[src/hw/rtl/mcf_pkg.sv]
// Shared types, frame constants and CRC-16 byte update for the motor command framer.
`default_nettype none

package mcf_pkg;

  typedef logic [7:0] byte_t;
  typedef logic [3:0] frame_idx_t;
  typedef logic [15:0] crc_t;

  // Frame layout
  localparam byte_t      SOF_BYTE     = 8'hFF;
  localparam byte_t      LEN_BYTE     = 8'h07;
  localparam byte_t      PAD_BYTE     = 8'h00;
  localparam byte_t      FLAGS_RESET  = 8'h50;

  localparam frame_idx_t IDX_SOF      = 4'd0;
  localparam frame_idx_t IDX_LEN      = 4'd1;
  localparam frame_idx_t IDX_SPEED_L  = 4'd2;
  localparam frame_idx_t IDX_PAD_L    = 4'd3;
  localparam frame_idx_t IDX_SPEED_R  = 4'd4;
  localparam frame_idx_t IDX_PAD_R    = 4'd5;
  localparam frame_idx_t IDX_FLAGS    = 4'd6;
  localparam frame_idx_t IDX_CRC_LO   = 4'd7;
  localparam frame_idx_t IDX_CRC_HI   = 4'd8;

  // CRC-16, reflected form
  localparam crc_t CRC_INIT = 16'hFFFF;
  localparam crc_t CRC_POLY = 16'hA001;

  // Fold one byte into the running CRC, LSB first
  function automatic crc_t crc_update(input crc_t crc_in, input byte_t data);
    crc_t c;
    c = crc_in ^ {8'h00, data};
    for (int k = 0; k < 8; k++) begin
      if (c[0]) begin
        c = (c >> 1) ^ CRC_POLY;
      end else begin
        c = c >> 1;
      end
    end
    return c;
  endfunction

endpackage

`default_nettype wire

[src/hw/rtl/motor_command_frame_crc16.sv]
// Top level: turns each speed command into a nine-byte motor frame with a CRC-16 trailer.
`default_nettype none

// Each accepted speed beat produces nine output beats, one per cycle while the
// output is not stalled: 0xFF, 0x07, speed, 0x00, speed, 0x00, direction flags,
// CRC low, CRC high (CRC-16/MODBUS over bytes 1 to 6). The next command is taken
// in the cycle the last byte of the current frame is loaded into the output
// register, so frames stream back to back. The CRC is accumulated one byte per
// cycle while the output is not stalled, as bytes 1 to 6 go out. An accepted
// command is first registered in the generator state and its first byte then
// passes through the output register. frame_last marks byte 8.
// Write direction_flags only while no frame is in progress.
module motor_command_frame_crc16 (
  input  wire                 clk,
  input  wire                 rst_n,
  // Command input
  input  wire                 in_valid,
  output logic                in_stall,
  input  wire  [7:0]          in_speed,
  // Frame byte output
  output logic                out_valid,
  input  wire                 out_stall,
  output logic [7:0]          out_frame_byte,
  output logic [3:0]          out_byte_index,
  output logic                out_frame_last,
  // Direction flag register
  input  wire                 cfg_wr_en,
  input  wire  [7:0]          cfg_wr_data
);

  import mcf_pkg::*;

  // Generator state
  logic       active_r, active_nxt;
  frame_idx_t idx_r, idx_nxt;
  byte_t      speed_r, speed_nxt;
  crc_t       crc_r, crc_nxt;
  byte_t      flags_r;

  // Output register
  logic       out_valid_r, out_valid_nxt;
  byte_t      out_byte_r;
  frame_idx_t out_idx_r;
  logic       out_last_r;

  logic       advance;
  logic       in_take;
  byte_t      cur_byte;

  // Move a byte when the output register is empty or draining
  assign advance  = active_r && (!out_valid_r || !out_stall);
  assign in_stall = active_r && !(advance && (idx_r == IDX_CRC_HI));
  assign in_take  = in_valid && !in_stall;

  // Select the byte for the current frame position
  always_comb begin
    case (idx_r) inside
      IDX_SOF:                 cur_byte = SOF_BYTE;
      IDX_LEN:                 cur_byte = LEN_BYTE;
      IDX_SPEED_L, IDX_SPEED_R: cur_byte = speed_r;
      IDX_PAD_L, IDX_PAD_R:    cur_byte = PAD_BYTE;
      IDX_FLAGS:               cur_byte = flags_r;
      IDX_CRC_LO:              cur_byte = crc_r[7:0];
      IDX_CRC_HI:              cur_byte = crc_r[15:8];
      default:                 cur_byte = PAD_BYTE;
    endcase
  end

  // Advance position, accumulate CRC, drop output valid once drained, load a new command
  always_comb begin
    active_nxt    = active_r;
    idx_nxt       = idx_r;
    speed_nxt     = speed_r;
    crc_nxt       = crc_r;
    out_valid_nxt = out_valid_r;

    if (advance) begin
      idx_nxt       = idx_r + 4'd1;
      out_valid_nxt = 1'b1;
      if ((idx_r >= IDX_LEN) && (idx_r <= IDX_FLAGS)) begin
        crc_nxt = crc_update(crc_r, cur_byte);
      end
      if (idx_r == IDX_CRC_HI) begin
        active_nxt = 1'b0;
      end
    end else if (out_valid_r && !out_stall) begin
      out_valid_nxt = 1'b0;
    end

    if (in_take) begin
      active_nxt = 1'b1;
      idx_nxt    = IDX_SOF;
      speed_nxt  = in_speed;
      crc_nxt    = CRC_INIT;
    end
  end

  // Control state
  always_ff @(posedge clk) begin
    if (!rst_n) begin
      active_r    <= 1'b0;
      idx_r       <= IDX_SOF;
      out_valid_r <= 1'b0;
      flags_r     <= FLAGS_RESET;
    end else begin
      active_r    <= active_nxt;
      idx_r       <= idx_nxt;
      out_valid_r <= out_valid_nxt;
      if (cfg_wr_en) begin
        flags_r <= cfg_wr_data;
      end
    end
  end

  // Payload registers
  always_ff @(posedge clk) begin
    speed_r <= speed_nxt;
    crc_r   <= crc_nxt;
    if (advance) begin
      out_byte_r <= cur_byte;
      out_idx_r  <= idx_r;
      out_last_r <= (idx_r == IDX_CRC_HI);
    end
  end

  assign out_valid      = out_valid_r;
  assign out_frame_byte = out_byte_r;
  assign out_byte_index = out_idx_r;
  assign out_frame_last = out_last_r;

  // Checks
  a_last_on_crc_hi: assert property (@(posedge clk) disable iff (!rst_n)
    out_valid_r |-> (out_last_r == (out_idx_r == IDX_CRC_HI)))
    else $error("frame_last does not match byte index");

  a_sof_first: assert property (@(posedge clk) disable iff (!rst_n)
    (out_valid_r && (out_idx_r == IDX_SOF)) |-> (out_byte_r == SOF_BYTE))
    else $error("frame does not start with SOF byte");

  a_take_starts_frame: assert property (@(posedge clk) disable iff (!rst_n)
    in_take |=> (active_r && (idx_r == IDX_SOF) && (crc_r == CRC_INIT)))
    else $error("accepted command did not start a frame");

  a_idx_in_range: assert property (@(posedge clk) disable iff (!rst_n)
    active_r |-> (idx_r <= IDX_CRC_HI))
    else $error("frame position out of range");

  a_no_take_mid_frame: assert property (@(posedge clk) disable iff (!rst_n)
    (active_r && (idx_r != IDX_CRC_HI)) |-> !in_take)
    else $error("command taken in the middle of a frame");

endmodule

`default_nettype wire
[config.mk]
export PLATFORM = sky130hd
export DESIGN_NAME = motor_command_frame_crc16
export DESIGN_NICKNAME = d
export VERILOG_FILES = /design/src/hw/rtl/mcf_pkg.sv /design/src/hw/rtl/motor_command_frame_crc16.sv
export SDC_FILE = /design/constraint.sdc
export NUM_CORES = 1
export LEC_CHECK = 0
export BUFFER_PORTS_ARGS = -buffer_cell sky130_fd_sc_hd__buf_2
export CELL_PAD_IN_SITES_DETAIL_PLACEMENT = 0
export CELL_PAD_IN_SITES_GLOBAL_PLACEMENT = 2
export CORE_MARGIN = 8
export CORE_UTILIZATION = 37
export DETAILED_ROUTE_END_ITERATION = 12
export PLACE_DENSITY_LB_ADDON = 0.05
export SKIP_LAST_GASP = 1
export SYNTH_ARGS = -nofsm -noshare
export SYNTH_HDL_FRONTEND = slang
export SYNTH_SLANG_ARGS = --single-unit
[constraint.sdc]
create_clock -name clk -period 3.4 [get_ports clk]
set_input_delay 1.02 -clock clk [delete_from_list [all_inputs] [get_ports clk]]
set_output_delay 1.02 -clock clk [all_outputs]
set_load 0.02 [all_outputs]
==> results of run 1 <==
-- synthesized netlist by cell type (2+ instances only) --
cell	count	area share
nor2_1	7	0.010
nand4bb_1	4	0.018
or3_1	2	0.0049
o211ai_1	9	0.026
o2bb2ai_1	6	0.021
a21oi_1	14	0.027
or2_1	2	0.0049
or2_0	2	0.0049
o21bai_1	3	0.0088
nand3_1	5	0.0098
xnor2_1	11	0.038
nand2_1	32	0.047
dfxtp_1	30	0.24
mux2i_1	8	0.031
clkbuf_1	9	0.013
inv_1	8	0.012
a31o_4	4	0.027
o21ai_0	8	0.016
xor2_1	7	0.024
nand2b_1	3	0.0073
ha_1	4	0.020
nor2b_1	8	0.020
buf_2	4	0.0078
edfxtp_1	21	0.25
nor3_2	2	0.0078
a31oi_1	4	0.0098
xor2_2	4	0.025
-- through the flow --
step | total power (W) | area [sq um]
2_1_floorplan | 0.00101 | 2550
3_3_place_gp | 0.00111 | 2850
3_5_place_dp | 0.00111 | 2850
4_1_cts | 0.00145 | 2930
5_1_grt | 0.00152 | 2950
6_report | 0.00144 | 2950
-- kinds of logic (layout without fill, tap and decap cells) --
family          count (synthesis)  after routing  share of synthesized area
compound gates                 57             57                      0.169
xor+xnor                       24             24                      0.106
fa+ha+maj                       4              4                     0.0196
buf+inv                        23             64                     0.0402
flops                          51             51                      0.482
mux                             8              8                     0.0313
simple gates                   72             72                      0.152
-- registers in the layout, indices dropped and copies added (netlist names) --
| signal | count |
|---|---|
| active_r | 1 |
| crc_r | 16 |
| flags_r | 8 |
| idx_r | 4 |
| out_byte_index | 4 |
| out_frame_byte | 8 |
| out_frame_last | 1 |
| out_valid | 1 |
| speed_r | 8 |
-- cell type report --
| type | instances | share of cell area |
|---|---|---|
| multi-input combinational | 165 | 0.418 |
| inverter | 8 | 0.0102 |
| clock inverter | 1 | 0.00170 |
| sequential | 51 | 0.417 |
| clock buffer | 7 | 0.0259 |
| tap | 80 | 0.0339 |
| timing repair buffer | 48 | 0.0925 |
-- power groups by stage --
stage | Clock, W | Combinational [W] | Sequential (W)
CTS | 0.000356 | 0.000367 | 0.000731
detailed placement | 0 | 0.000364 | 0.000745
floorplan | 0 | 0.000272 | 0.000740
global placement | 0 | 0.000365 | 0.000746
finish | 0.000341 | 0.000367 | 0.000730
global route | 0.000374 | 0.000408 | 0.000737
-- final timing paths --
kind                            cells past startpoint  slack (ns)               endpoint
worst max-delay path                               12        0.24  crc_r[0]$_SDFFE_PP1P_
worst min-delay path                                2        0.50  crc_r[1]$_SDFFE_PP1P_
worst max register to register                     12        0.24  crc_r[0]$_SDFFE_PP1P_
worst min register to register                      2        0.50  crc_r[1]$_SDFFE_PP1P_
-- routing by layer --
| metal | up-vias | share of wire |
|---|---|---|
| met5 | - | 0 |
| met3 | 5 | 0.038 |
| li1 | 920 | - |
| met1 | 850 | 0.50 |
| met2 | 39 | 0.45 |
| met4 | 0 | 0.0082 |
-- worst min-delay path, stage by stage (launching register included) --
cell     delay [ns]
dfxtp_1        0.34
nand2_1        0.06
nand3_1        0.06
-- cell usage in the layout, fill, tap and decap left out, drive strengths merged, types with 6 or more instances in the layout --
| master | count |
|---|---|
| o211ai | 10 |
| a21oi | 14 |
| mux2i | 8 |
| xnor2 | 11 |
| nor2 | 8 |
| edfxtp | 21 |
| nand2 | 32 |
| o2bb2ai | 6 |
| o21ai | 8 |
| xor2 | 11 |
| nor2b | 8 |
| inv | 8 |
| clkbuf | 7 |
| buf | 48 |
| dfxtp | 30 |
-- timing repair --
action,CTS,global route
buffers inserted,0,1
setup endpoints to repair,0,2
gates resized for setup,0,3
==> summary.md, run 1 <==
| Metric | Value |
|---|---|
| Worst path cell trace | `inv_1 > ha_1 > buf_4 > nor3b_4 > nor3_2 > nor3_1 > nor2_2 > xnor2_1 > xnor2_1 > xnor3_2 > xor3_1 > o211ai_2` |
| First-pass GRT wire length | `10200 um` |
| Ant diodes | `0` |
| Peak supply drop | `0.000200 V` |
| Leakage power | `1.15 nW` |
| DR iter-0 viols | `43` |
| P_int | `slightly above 0.001 W` |
| Pin count of the biggest net entering global routing | `19` |
| Vias per cell | `approximately 5.0` |
| TritonRoute pass-1 iters | `4` |
| TNS Setup | `0 ns` |
| Worst-Margin Slew | `0.702 ns` |
| Vias in the first global route | `approximately 1900` |
| Placed cell count | `351` |
| Seq/Total Area, Yosys | `0.482` |
| Ys flop type | `dfxtp_1` |
| Combinational power share | `0.255` |
| Worst min-delay path class | `reg2reg` |
| Final min period | `3.16 ns` |
| Final worst-path cycle share | `0.931` |
| Die width | `just under 100 um` |
| Clock skew | `between 0.004 and 0.005 ns` |
| Met1 usage | `0.181` |
| GRT Total Usage | `0.132` |
| Nets | `between 300 and 400` |
| Cell family with most CP delay | `XOR/XNOR gates` |
| # IOs | `36` |
| CTS tree | `yes` |
| WL per Instance | `16.9 um` |
| Critical Path Start Type | `flip-flop` |
| Count of pins over their slew limit | `0` |
| Status | `complete, no violations` |
| CP bufs+invs | `2` |
| Die area | `0.00982 sq mm` |
| F_max | `316 MHz` |
| RSZ-0062 raised after global routing | `no` |
| Setup CP Type | `reg2reg` |
| WP data arrival | `3.40 ns` |
| Busiest grt layer | `met2` |
| Antenna Nets Post-Route | `0` |
| Flop pwr share | `0.508` |
| GP Congestion | `0.747` |
| Detailed-route via count | `around 1800` |
| Layout Cells excl Fill | `360` |
| CTS Root Cell | `clkbuf_8` |
| HP Start | `crc_r[1]$_SDFFE_PP1P_` |
| Final hold viol count | `0` |
| FP Rows | `30` |
| CP Capture Type | `flip-flop` |
| #FFs+latches synth | `51` |
| Hold-fix buffer count after cts | `0` |
| GR Util met3 | `0.0279` |
| Final setup margin | `between 0.2 and 0.25 ns` |
| Multi-input gate area | `0.00123 sq mm` |
| Crit Path Max Fanout | `11` |
| Number of buffers created by CTS | `5` |
| CTS H-tree depth | `2` |
| Netlist Area Pre-Place | `0.00255 sq mm` |
| Critical path's slowest cell | `xnor3_2` |
| Place WS | `approximately 0.15 ns` |
| Final setup fails | `0` |
| Most frequent CP cell | `xnor2_1` |
| Syn Inst Count | `about 240` |
| Post-Syn Nets | `264` |
| Fin Hold WS | `0.500 ns` |
| Final WL | `6100 um` |
| Initial Utilization | `0.378` |
| Clk_lat worst skew | `0.30 ns` |
| Sw power | `0.000413 W` |
| HPWL Detailed | `approximately 4600 um` |
| Final core utilization | `0.436` |
| Filler instances | `660` |
| GRT overflow | `0` |
| Layout cells sized above 1 | `0.257` |
| CTS max path bufs | `2` |
| DRC Markers | `0` |
| Area Growth Syn to Fin | `15.4%` |
| R2r startpoint | `idx_r[0]$_SDFFE_PP0P_` |
| Core Area | `0.00676 sq mm` |
| Post-synth ARST share | `0` |
| Antenna violations before repair | `0` |
| CP max stage delay | `roughly 0.44 ns` |
| Clock sinks | `51` |
| Synth Warn # | `0` |
| GR Util met2 | `0.206` |
| Worst-path clk slew | `around 0.090 ns` |
| PD cells | `487 mW/mm^2` |
| Switching Fraction | `0.287` |
| Max-cap violations | `0` |
| Clock network power share | `0.237` |
| Post-synth EDFFs | `21` |
| WP data required | `between 3 and 4 ns` |
| Critical path launch point | `idx_r[0]$_SDFFE_PP0P_` |
| Chip Height | `99.1 um` |
| Distinct cells, synth | `45` |
| # port buffers | `35` |
| Max_slew headroom | `0.532` |
| Seq. cell area | `0.00123 sq mm` |
| Synthesized area per cell | `10.7 sq um` |
Power figures use the tool's default switching activity.
==> run 2, diff against run 1 <==
Settings changed: BUFFER_PORTS_ARGS -buffer_cell sky130_fd_sc_hd__buf_2 to not set, DONT_BUFFER_PORTS set to 1, RECOVER_POWER set to 25.
Clock period 3.4 ns to 2.6 ns, I/O delays scaled along.
==> run 2 against run 1 <==
  * The flow now finishes with violations (setup timing)
  * Fmax up 17%
  * Routed wire length up 8.1%
  * First-iteration DRC count up 86%
  * Power up 38%
  * Die area unchanged
  * Critical path type unchanged
  * Clock skew up 0.0066 ns
  * Register-to-register slack worse by 0.34 ns
  * Sequential power up 34%
==> summary.md, run 2 (synthesis results as in run 1) <==
| Metric | Value |
|---|---|
| Status | `complete, but fails checks` |
| Failing checks | `setup timing` |
| CP bufs+invs | `2` |
| WP data required | `~2.8 ns` |
| Worst path cell trace | `inv_2 > buf_6 > ha_4 > nor3b_4 > a211o_4 > a31o_4 > xor2_2 > xnor2_2 > xnor2_1 > xnor3_2 > xor2_1 > a22oi_1` |
| Worst-Margin Slew | `0.428 ns` |
| Final setup fails | `2` |
| Place WS | `-0.199 ns` |
| Vias in the first global route | `1989` |
| Clock sinks | `51` |
| Ant diodes | `0` |
| Hold-fix buffer count after cts | `0` |
| GP Congestion | `0.815` |
| CTS H-tree depth | `2` |
| Min-Delay Endpoint | `crc_r[2]$_SDFFE_PP1P_` |
| # IOs | `36` |
| Cell family with most CP delay | `XOR/XNOR gates` |
| WL per Instance | `~18 um` |
| Peak supply drop | `0.000257 V` |
| GRT overflow | `0` |
| Area Growth Syn to Fin | `31.2%` |
| Clk_lat worst skew | `~0.3 ns` |
| Critical R2R Capture | `crc_r[15]$_SDFFE_PP1P_` |
| F_max | `370 MHz` |
| DRC Markers | `0` |
| # port buffers | `0` |
| Worst-path clk slew | `about 0.09 ns` |
| HPWL Detailed | `4960 um` |
| Crit Path Max Fanout | `8` |
| Max reg flops | `16` |
| CTS Root Cell | `clkbuf_8` |
| Final WL | `~6600 um` |
| Max-cap violations | `0` |
| Leakage power | `1.30 nW` |
| DR iter-0 viols | `80` |
| Min-Delay Path Depth | `2` |
| Internal reg-to-reg setup slack | `-0.10 ns` |
| FP Rows | `30` |
| TritonRoute pass-1 iters | `4` |
| Die width | `a little under 100 um` |
| Die area | `0.00982 sq mm` |
| RSZ-0062 raised after global routing | `yes` |
| Detailed-route via count | `1903` |
| CTS tree | `yes` |
| Most common cell after layout, fill and taps aside | `buf_4` |
| Clock skew | `around 0.011 ns` |
| Number of buffers created by CTS | `5` |
| HP Start | `crc_r[2]$_SDFFE_PP1P_` |
| CP max stage delay | `0.35 ns` |
| R2r startpoint | `idx_r[1]$_SDFFE_PP0P_` |
| Layout cells sized above 1 | `0.366` |
| WP data arrival | `just under 3 ns` |
| Critical path's slowest cell | `dfxtp_2` |
| Final hold viol count | `0` |
| Nets | `319` |
| Vias per cell | `5.07` |
| R2R depth | `12` |
| Setup CP Type | `reg2reg` |
| CTS max path bufs | `2` |
| Antenna Nets Post-Route | `0` |
| Pin count of the biggest net entering global routing | `25` |
| Chip Height | `99.1 um` |
| First-pass GRT wire length | `10400 um` |
| Filler instances | `645` |
| Commonest non-fill, non-tap cells in the layout | `buf_4 (56), nand2_1 (32), dfxtp_1 (28), edfxtp_1 (21), a21oi_1 (13)` |
| Antenna violations before repair | `0` |
| Final worst-path cycle share | `1.04` |
| Worst min-delay path class | `reg2reg` |
| PD cells | `roughly 600 mW/mm^2` |
| GRT Total Usage | `0.136` |
| Initial Utilization | `0.378` |
| Count of pins over their slew limit | `0` |
| Core Area | `roughly 0.0068 sq mm` |
| Fin Hold WS | `0.520 ns` |
| Critical Path Start Type | `flip-flop` |
| Final min period | `2.70 ns` |
| Max_slew headroom | `0.711` |
| Register with the most flip-flops | `crc_r` |
| Final setup margin | `-0.102 ns` |
| CP Capture Type | `flip-flop` |
run 2: metrics by stage:
step | total power, W | util | setup TNS (ns) | instance area [sq um] | cells
after global placement | 0.00145 | 0.441 | -0.262 | 2980 | 353
after detailed placement | 0.00146 | 0.441 | -0.428 | 2980 | 353
final | 0.00199 | 0.496 | -0.191 | 3350 | 375
after floorplan | 0.00130 | - | -0.0641 | 2590 | 239
after global routing | 0.00209 | 0.496 | -0.677 | 3350 | 375
after CTS | 0.00196 | 0.479 | -0.123 | 3240 | 371
run 2: worst max path at each step:
stage	startpoint	to	slack [ns]	depth (start not counted)
2_1_floorplan	idx_r[1]$_SDFFE_PP0P_	speed_r[0]$_DFFE_PP_	-0.008	9
3_3_place_gp	idx_r[1]$_SDFFE_PP0P_	crc_r[0]$_SDFFE_PP1P_	-0.14	11
3_5_place_dp	idx_r[1]$_SDFFE_PP0P_	crc_r[15]$_SDFFE_PP1P_	-0.20	11
4_1_cts	idx_r[1]$_SDFFE_PP0P_	crc_r[15]$_SDFFE_PP1P_	-0.08	11
5_1_grt	idx_r[1]$_SDFFE_PP0P_	crc_r[15]$_SDFFE_PP1P_	-0.22	12
6_report	idx_r[1]$_SDFFE_PP0P_	crc_r[15]$_SDFFE_PP1P_	-0.10	12
run 2: layout make-up:
class,instances,area [sq um],share of cell area
clock buffers,8,80.1,0.0239
inverters,8,35.0,0.0105
multi-input cells,165,1400,0.417
flip-flops and latches,51,1230,0.368
well taps,80,100,0.0299
repair buffers,63,507,0.151
run 2: what timing repair did:
item | 4_1_cts | 5_1_grt
setup endpoints to repair | 4 | 7
buffers inserted | 10 | 5
resized for setup | 22 | 18
pin swaps | 8 | 13
run 2: power by group:
group          total, W  switching (W)  leakage, nW  internal, W
Sequential     0.000980      0.0000785        0.433     0.000902
Clock          0.000441       0.000248       0.0395     0.000192
Combinational  0.000567       0.000239        0.832     0.000328
Total           0.00199       0.000566         1.30      0.00142
run 2: worst register-to-register path: stages, from the launching register on:
cell and delay [ns]:
dfxtp_2 0.35, inv_2 0.09, buf_6 0.10, ha_4 0.19
nor3b_4 0.07, a211o_4 0.34, a31o_4 0.24, xor2_2 0.16
xnor2_2 0.22, xnor2_1 0.16, xnor3_2 0.31, xor2_1 0.18
a22oi_1 0.19
run 2: per-layer routing:
layer | global-route usage | share of wire | up-vias | wire length (um)
met1 | 0.172 | 0.46 | 900 | 3000
met5 | 0 | 0 | - | 0
met4 | 0.0233 | 0.0093 | 0 | 61
li1 | - | - | 949 | -
met3 | 0.0356 | 0.053 | 6 | 350
met2 | 0.229 | 0.48 | 48 | 3180
==> run 3, diff against run 2 <==
Settings changed: ABC_AREA set to 1, CORE_UTILIZATION 37 to 34, GPL_TIMING_DRIVEN set to 0.
==> run 3 against run 2 <==
  * The flow now finishes without violations
  * Highest routed layer unchanged
  * Count of clock-buffer cells in the layout fell by 2
  * Power fell by 5.2%
  * Sequential cell count did not move
  * Combinational power fell by 32%
  * Routed wire length rose by 11%
  * Sequential power fell by 2%
==> summary.md, run 3 <==
| Metric | Value |
|---|---|
| Hold-fix buffer count after cts | `0` |
| # IOs | `36` |
| TritonRoute pass-1 iters | `4` |
| DR iter-0 viols | `67` |
| Clk_lat worst skew | `0.30 ns` |
| Post-synth ARST share | `0` |
| Max_slew headroom | `0.518` |
| Detailed-route via count | `2175` |
| Clock skew | `0.00985 ns` |
| Final WL | `about 7300 um` |
| Count leader, synth | `nand2_1` |
| Met1 usage | `0.172` |
| Antenna violations before repair | `0` |
| Status | `complete, no violations` |
| Post-Synth XOR/XNOR Area | `0.00969` |
| F_max | `396 MHz` |
| GR Util met3 | `0.0268` |
| Largest family of logic cells by synthesized area | `simple AND/OR/NAND/NOR gates` |
| Final worst-path cycle share | `0.971` |
| Post-synth EDFFs | `21` |
| Number of buffers created by CTS | `5` |
| Core Area | `0.00773 sq mm` |
| Syn Inst Count | `331` |
| Synth Warn # | `0` |
| Final hold viol count | `0` |
| Die width | `105 um` |
| CP max stage delay | `0.41 ns` |
| Distinct cells, synth | `32` |
| CTS Root Cell | `clkbuf_8` |
| Final min period | `~2.5 ns` |
| Netlist Area Pre-Place | `0.00271 sq mm` |
| CTS max path bufs | `2` |
| GR Util met2 | `0.215` |
| Seq/Total Area, Yosys | `0.454` |
| # port buffers | `0` |
| Initial Utilization | `0.351` |
| Vias in the first global route | `2131` |
| Post-Synth Simple-Gate Area | `0.391` |
| Worst path cell trace | `inv_4 > ha_4 > nand2_2 > nor2_4 > buf_4 > buf_12 > a21oi_2` |
| Count of pins over their slew limit | `0` |
| RSZ-0062 raised after global routing | `yes` |
| Top cell type's share of synthesized area | `0.232` |
| Max-cap violations | `0` |
| Nets | `367` |
| Synth area leader | `edfxtp_1` |
| Ys flop type | `dfxtp_1` |
| Critical path's slowest cell | `dfxtp_4` |
| Critical Path Start Type | `flip-flop` |
| Synthesized area per cell | `8.20 sq um` |
| Synth Area in Compound Gates | `0.0669` |
| HPWL Detailed | `roughly 5400 um` |
| Setup CP Type | `reg2out` |
| Final setup fails | `0` |
| Register with the most flip-flops | `crc_r` |
| DRC Markers | `0` |
| GRT overflow | `0` |
| Post-Syn Nets | `about 360` |
| Worst-Margin Slew | `about 0.7 ns` |
| Worst min-delay path class | `reg2reg` |
| CP Capture Type | `primary output` |
| Final core utilization | `0.401` |
| Synth cell count leaders | `nand2_1 (84), nand3_1 (44), dfxtp_1 (30), nand2_2 (30)` |
| Die area | `~0.011 sq mm` |
| Most common cell after layout, fill and taps aside | `nand2_1` |
| Post-synthesis mux area share | `0` |
| Vias per cell | `4.90` |
| Chip Height | `105 um` |
| #FFs+latches synth | `51` |
| Area share of fa/ha/maj cells after synthesis | `0.0185` |
| WL per Instance | `16.5 um` |
| Peak supply drop | `0.000230 V` |
| Busiest grt layer | `met2` |
| Layout cells sized above 1 | `0.263` |
| GRT Total Usage | `0.132` |
| Synth top area cells | `edfxtp_1 (23%), dfxtp_1 (22%), nand2_1 (12%)` |
| First-pass GRT wire length | `around 12000 um` |
| WP data arrival | `1.74 ns` |
| Antenna Nets Post-Route | `0` |
| WP data required | `1.82 ns` |
| GP Congestion | `0.745` |
| CTS tree | `yes` |
| CTS H-tree depth | `2` |
| FP Rows | `32` |
| Clock sinks | `51` |
| Area Growth Syn to Fin | `14.3%` |
| Ant diodes | `0` |
| Fin Hold WS | `0.461 ns` |
| PD cells | `608 mW/mm^2` |
| Crit Path Max Fanout | `8` |
| Max reg flops | `16` |
| Commonest non-fill, non-tap cells in the layout | `nand2_1 (78), nand3_1 (41), nand2_2 (35), dfxtp_1 (28), edfxtp_1 (21)` |
| Worst-path clk slew | `0.09 ns` |
| Pin count of the biggest net entering global routing | `17` |
| Leakage power | `between 1 and 1.5 nW` |
## run 3: changes by cell type after synthesis, moves of 10 or more
cell	change
inv_1	+10
nand2_2	+30
nor2_1	+14
nand3_1	+39
nand2_1	+52
xnor2_1	-10
## run 3: cell families (layout without fill, tap and decap cells)
family	after synthesis	in the layout
AOI/OAI and AO/OA	32	32
xor gates and xnor gates	3	3
and+or+nand+nor	207	207
buffers and inverters	34	45
adders and majority gates	4	4
DFF	51	51
## run 3: area by class of cell
type / count / area (sq um)
Multi-Input combinational cell: 246 / 1420
Tap cell: 102 / 128
Sequential cell: 51 / 1240
Clock buffer: 6 / 72.6
Clock inverter: 1 / 30.0
Timing Repair Buffer: 4 / 42.5
Inverter: 26 / 106
Fill cell: 801 / 4630
Buffer: 8 / 65.1
## run 3: layer usage
metal	wire length, um	vias to the layer above
met2	3420	34
met3	247	2
met4	42	0
met5	0	-
li1	-	1113
met1	3610	1026
## run 3: critical path, delay by kind of cell (launching register included)
| family | cells | cell delay [ns] |
|---|---|---|
| and+or+nand+nor | 2 | 0.16 |
| DFF | 1 | 0.41 |
| AOI/OAI and AO/OA | 1 | 0.37 |
| buffers and inverters | 3 | 0.32 |
| adders and majority gates | 1 | 0.18 |
## run 3: where the power goes
group | switching [W] | total, W | leakage [nW] | internal [W]
clock | 0.000258 | 0.000540 | 0.0513 | 0.000283
combinational | 0.000252 | 0.000383 | 0.798 | 0.000131
sequential | 0.0000637 | 0.000961 | 0.438 | 0.000897
total | 0.000573 | 0.00188 | 1.29 | 0.00131
## run 3: worst paths after layout
kind                               from                          end  slack, ns  cells after the start
setup reg to reg  idx_r[1]$_SDFFE_PP0P_        crc_r[0]$_SDFFE_PP1P_       0.18                     22
hold reg to reg   idx_r[3]$_SDFFE_PP0P_  out_byte_index[3]$_DFFE_PP_       0.46                      0
hold / removal    idx_r[3]$_SDFFE_PP0P_  out_byte_index[3]$_DFFE_PP_       0.46                      0
setup / recovery  idx_r[1]$_SDFFE_PP0P_                     in_stall       0.08                      7
## run 3: repair_timing
| action | in CTS | in global routing |
|---|---|---|
| pin swaps | 2 | 6 |
| gates resized for setup | 9 | 25 |
| setup buffers | 2 | 2 |
| cloned | 0 | 0 |
| setup endpoints to repair | 21 | 11 |
## run 3: stage by stage
stage	total power, W	cells	worst slack (ns)	cell area, sq um	setup TNS [ns]
floorplan	0.00126	331	0.275	2710	0
global placement	0.00135	433	-0.800	2840	-13.65
detailed placement	0.00135	433	-0.774	2840	-13.05
CTS	0.00190	442	0.00284	3000	0
global route	0.00199	444	-0.104	3100	-0.136
finish	0.00188	444	0.0753	3100	0
